--- src/sv/lcm_pkg.sv ---
`timescale 1ns / 1ps

package lcm_pkg;

   localparam int POSITIONS_DEF = 1024;

   localparam int SLOPE_W    = 32;
   localparam int NEW_ICPT_W = 48;
   localparam int ICPT_W     = 62;
   localparam int VALUE_W    = 63;
   localparam int POS_W      = 10;
   localparam int TOP_W      = 10;

   localparam logic [TOP_W-1:0] TOP_RESET = 10'd1023;

   // sentinel line: slope 0, intercept 2^60
   localparam logic signed [ICPT_W-1:0] EMPTY_ICPT = ICPT_W'(64'sd1 <<< 60);

   localparam logic CMD_INSERT = 1'b0;
   localparam logic CMD_QUERY  = 1'b1;

   typedef struct packed {
      logic clear_wr;
      logic start;
      logic rd;
      logic eval;
      logic decide;
      logic finish;
      logic load_rsp;
   } lcm_cmd_type;

   typedef struct packed {
      logic clear_last;
      logic range_empty;
      logic is_query;
      logic hit;
   } lcm_status_type;

endpackage

--- src/sv/lcm_ctrl.sv ---
`timescale 1ns / 1ps

module lcm_ctrl (
   input  logic                    clock,
   input  logic                    reset,
   input  logic                    req_tvalid,
   output logic                    req_tready,
   output logic                    rsp_tvalid,
   input  logic                    rsp_tready,
   input  lcm_pkg::lcm_status_type status,
   output lcm_pkg::lcm_cmd_type    cmd
);

   import lcm_pkg::*;

   typedef enum logic [6:0] {
      ST_CLEAR  = 7'b0000001,
      ST_IDLE   = 7'b0000010,
      ST_READ   = 7'b0000100,
      ST_EVAL   = 7'b0001000,
      ST_DECIDE = 7'b0010000,
      ST_FINISH = 7'b0100000,
      ST_DONE   = 7'b1000000
   } state_type;

   state_type state_ff, state_in;
   logic      rsp_valid_ff;

   always_comb begin
      cmd        = '0;
      req_tready = 1'b0;
      state_in   = state_ff;
      unique case (state_ff)
         ST_CLEAR: begin
            cmd.clear_wr = 1'b1;
            if (status.clear_last) begin
               state_in = ST_IDLE;
            end
         end
         ST_IDLE: begin
            req_tready = 1'b1;
            if (req_tvalid) begin
               cmd.start = 1'b1;
               state_in  = ST_READ;
            end
         end
         ST_READ: begin
            if (status.range_empty) begin
               state_in = status.is_query ? ST_FINISH : ST_IDLE;
            end else begin
               cmd.rd   = 1'b1;
               state_in = ST_EVAL;
            end
         end
         ST_EVAL: begin
            cmd.eval = 1'b1;
            state_in = ST_DECIDE;
         end
         ST_DECIDE: begin
            cmd.decide = 1'b1;
            state_in   = (status.is_query && status.hit) ? ST_DONE : ST_READ;
         end
         ST_FINISH: begin
            cmd.finish = 1'b1;
            state_in   = ST_DONE;
         end
         ST_DONE: begin
            if (!rsp_valid_ff || rsp_tready) begin
               cmd.load_rsp = 1'b1;
               state_in     = ST_IDLE;
            end
         end
         default: begin
            state_in = ST_CLEAR;
         end
      endcase
   end

   always_ff @(posedge clock) begin
      if (reset) begin
         state_ff     <= ST_CLEAR;
         rsp_valid_ff <= 1'b0;
      end else begin
         state_ff <= state_in;
         if (cmd.load_rsp) begin
            rsp_valid_ff <= 1'b1;
         end else if (rsp_tready) begin
            rsp_valid_ff <= 1'b0;
         end
      end
   end

   assign rsp_tvalid = rsp_valid_ff;

   a_clear_once: assert property (@(posedge clock) disable iff (reset)
      (state_ff != ST_CLEAR) |=> (state_ff != ST_CLEAR))
      else $error("clearing pass re-entered");

   a_rsp_from_done: assert property (@(posedge clock) disable iff (reset)
      $rose(rsp_valid_ff) |-> $past(state_ff == ST_DONE))
      else $error("result shown without a finished query");

endmodule

--- config.mk ---
export PLATFORM = sky130hd
export DESIGN_NAME = lcm_ctrl
export DESIGN_NICKNAME = d
export VERILOG_FILES = /design/src/sv/lcm_pkg.sv /design/src/sv/lcm_ctrl.sv
export SDC_FILE = /design/constraint.sdc
export NUM_CORES = 1
export LEC_CHECK = 0
export ABC_AREA = 1
export BUFFER_PORTS_ARGS = -buffer_cell sky130_fd_sc_hd__buf_2
export CAP_MARGIN = 40
export CORE_AREA = 2 2 39 41
export CTS_BUF_LIST = sky130_fd_sc_hd__clkbuf_4 sky130_fd_sc_hd__clkbuf_8
export DETAILED_ROUTE_END_ITERATION = 16
export DIE_AREA = 0 0 41 43
export PLACE_DENSITY = 0.7
export SLEW_MARGIN = 20
export SYNTH_ARGS = -nofsm -noshare
export SYNTH_HDL_FRONTEND = slang
export SYNTH_SLANG_ARGS = --single-unit
export TNS_END_PERCENT = 20
--- constraint.sdc ---
create_clock -name clock -period 2.6 [get_ports clock]
set_clock_uncertainty 0.15 [all_clocks]
set_input_delay 0.39 -clock clock [delete_from_list [all_inputs] [get_ports clock]]
set_output_delay 0.39 -clock clock [all_outputs]
set_load 0.01 [all_outputs]
# Yosys cells after proc, flatten, opt, wreduce, memory -nomap -nowiden
# Cells that the tools add are included.
classes:
  add_sub_neg: 0
  n_mul: 0
  div_mod_pow: 0
  order_cmp: 0
  n_eq_ne: 10
  shifts: 0
  muxes: 20
  bitwise: 0
  n_reduce_logical: 5
ops:
  columns: ["cell", "count"]
  rows:
  - ["$pmux 7 s7", 1]
  - ["$mux 7", 4]
  - ["$mux 1", 13]
  - ["$mux 6", 2]
  - ["$eq 7x1->1 const B", 1]
  - ["$eq 7x2->1 const B", 1]
  - ["$eq 7x3->1 const B", 1]
  - ["$eq 7x4->1 const B", 1]
  - ["$eq 7x5->1 const B", 1]
  - ["$eq 7x6->1 const B", 1]
  - ["$eq 7x7->1 const B", 1]
  - ["$ne 2x2->1 const B", 3]
  - ["$reduce_and 3->1", 1]
  - ["$reduce_bool 2->1", 1]
  - ["$logic_and 1x1->1", 1]
  - ["$logic_not 1->1", 1]
  - ["$logic_or 1x1->1", 1]
word_totals:
  ff_bits: 8
  latch_bits: 0
  ramBits: 0
  romBits: 0
  output_inout_bits: 9
  elab_cells: 37
  memories: 0

# Logic depth before layout (Yosys ltp)
depth:
  ltp_word: 5
  depth_mapped: 8
  ltp_nobuf: 8

# Worst setup path after synthesis
# Ideal clock, no wire load.
synth_timing:
  kind: "reg-to-output"
  from: "reg state_ff[2]"
  to: "out cmd[5] in the netlist's numbering"
  arrival_ps: 964
  required_time_ps: 2060
  setup_slack_ps: 1096
  path_stages_with_launch: 6
  path_cell_list: "dfxtp_1 -> nor2_4 -> nand3_1 -> nor2_4 -> inv_1 -> nor2_1"
synth_lines:
  columns: ["item", "line_no", "rtl"]
  rows:
  - ["start: declaration", "lcm_ctrl.sv:26", "state_type state_ff, state_in;"]
  - ["start signal: assignment", "lcm_ctrl.sv:84", "state_ff <= state_in;"]
  - ["end: declaration", "lcm_ctrl.sv:11", "output lcm_pkg::lcm_cmd_type cmd"]

==> qor.txt <==
Hold_buf cts: 0
Slew headroom: 0.8514
ANT cells: 0
Mean Syn Cell Area: 6.963 sq um
Hold_sp: status[2]
Fin. max-slew vios: 0
WL final: 1192 um
Register-to-Register Setup Slack: 1250 ps
Worst R2R Start: state_ff[0]
Syn nets: 93
CORE AREA: 1384 sq um
Synth unique cells: 17
Nets: 114
Leakage: 0.0003677 uW
Post CTS Setup Buffer Count: 0
Worst-margin pin slew: 222.1 ps
Largest net degree at the start of global routing: 8
Die H: 43 um
RSZ-0062 raised after global routing: no
Synth warn: 0
Clock Pin Slew Worst Setup and Hold Paths: 50 ps
Most common cell after layout, fill and taps aside: buf_2
Vias per inst: 4.825
# rows: 14
Final min period: 1846 ps
Io pins: 17
Critical Path RT: 2060 ps
WHS: 258.5 ps
Worst Setup Path Type: reg -> out
CTS root buf: clkbuf_4
Worst Path Max Fanout: 5
DR DRC count: 0
Setup_tns: 0 ps
Initial antenna violation count: 0
Hold path depth: 3
Vias: 579
Hold Fails Final Rpt: 0
Detailed placement HPWL: 1038 um
Max-Cap Viols: 0
Number of synthesized register bits: 8
CTS tree: done
Crit. End Element: output port
Num Clock Sinks: 8
Worst skew pair latency: 250 ps
Total die area: 1763 sq um
Ratio of final minimum period to clock period: 0.7100
Total grt overflow: 0
Worst Hold End: state_ff[5]
H-tree levels: 1
Inserted Clock Buffers: 3
Post-Syn Area: 591.8 sq um
Fill count: 150
Starting Density: 0.4277
Pwr/cell area: 514.1 nW/um^2
Layout cell share with drive strength beyond 1: 0.4423
First-pass GRT wire length: 2097 um
Sequential fraction of the synthesis area: 0.2706
Status: finished clean
1st-pass router iterations: 4
Final RePlAce weighted congestion: 0.8034
Post-CTS resize count: 0
Peak VDD IR: 0.2393 mV
R2R Path End: state_ff[1]
Clock Path Buffers: 2
Total routing usage reported by global routing: 0.1782
Number of global-route vias before repair: 552
Most frequent cells in the layout: buf_2, inv_1, nor2_1, nand2_1, dfxtp_1
Final worst slack: 754.1 ps
Syn-to-layout area delta: 20.72%
Count of input and output buffers: 16
Dpl ws: 1012 ps
Worst Reg-to-Reg Cells: 8
Routed Antenna Nets: 0
Type of origin of the critical path: flip-flop
# setup viols final: 0
Worst hold path type: in -> reg
DR iter-0 viols: 8
Die X-Extent: 41 um
Pwr Total: 367.3 uW
Max Fclk: 0.5417 GHz
WL/cell: 9.933 um
Mapped Cells: 85
CP arrival: 1310 ps
## area by class of cell
cell class | count | area [sq um] | share of cell area
multi-input combinational | 55 | 349.1 | 0.4886
tap | 16 | 20.02 | 0.02802
sequential | 8 | 160.2 | 0.2242
timing repair buffer | 16 | 80.08 | 0.1121
clock buffer | 3 | 22.52 | 0.03152
inverter | 22 | 82.58 | 0.1156
## stage by stage
stage / utilization / instances / instance area, sq um
2_1_floorplan: - / 85 / 591.8
3_5_place_dp: 0.5000 / 117 / 691.9
4_1_cts: 0.5163 / 120 / 714.4
5_1_grt: 0.5163 / 120 / 714.4
6_report: 0.5163 / 120 / 714.4
3_3_place_gp: 0.5000 / 117 / 691.9
## critical path: stages (launching register included)
cell and delay (ps):
dfxtp_1 340, nor2_4 150, nand3_1 130, nor2_4 170, inv_1 50, nor2_1 80, buf_2 130
## flip-flops by register name (all words and copies together), names as in the netlist
signal      cells
state_ff        7
rsp_tvalid      1
## cell families (layout without fill, tap and decap cells)
logic type	Yosys count	in the layout	synth area share
simple gates	53	53	0.5666
buf+inv	22	41	0.1395
compound gates	2	2	0.02325
flops	8	8	0.2706
## Yosys cell counts
| cell | number | area (sq um) |
|---|---|---|
| a21oi_1 | 1 | 5.000 |
| a21oi_2 | 1 | 8.760 |
| clkinv_1 | 1 | 3.750 |
| dfxtp_1 | 8 | 160.2 |
| inv_1 | 15 | 56.30 |
| inv_2 | 6 | 22.52 |
| nand2_1 | 11 | 41.29 |
| nand2_2 | 4 | 25.02 |
| nand2_4 | 3 | 33.78 |
| nand3_1 | 7 | 35.03 |
| nand4_1 | 2 | 12.51 |
| nor2_1 | 11 | 41.29 |
| nor2_2 | 2 | 12.51 |
| nor2_4 | 6 | 67.56 |
| nor3_1 | 2 | 10.01 |
| nor3_2 | 4 | 40.04 |
| nor3_4 | 1 | 16.27 |
## metal layers
layer,up-vias,GRT usage,wire [um]
met2,31,0.2938,588
met3,4,0.03141,107
met1,249,0.2013,464
met5,-,0,0
met4,0,0.1000,31
li1,295,-,-
## report_power, final
group          switching, uW  leakage [uW]  internal [uW]
combinational           85.0      0.000289           47.5
clock                   40.5     0.0000138           52.7
sequential              10.5     0.0000650            131
total                    136      0.000368            231
## how the worst max path moves through the flow
| stage | from | to | slack, ps |
|---|---|---|---|
| floorplan | state_ff[2] | cmd[5] | 1100 |
| finish | state_ff[2] | cmd[5] | 750 |
| global route | state_ff[3] | cmd[4] | 660 |
| CTS | state_ff[2] | cmd[5] | 740 |
| detailed placement | state_ff[2] | cmd[5] | 1010 |
| global placement | state_ff[0] | cmd[4] | 1010 |
Note: power is estimated with default switching activity, not from simulation.
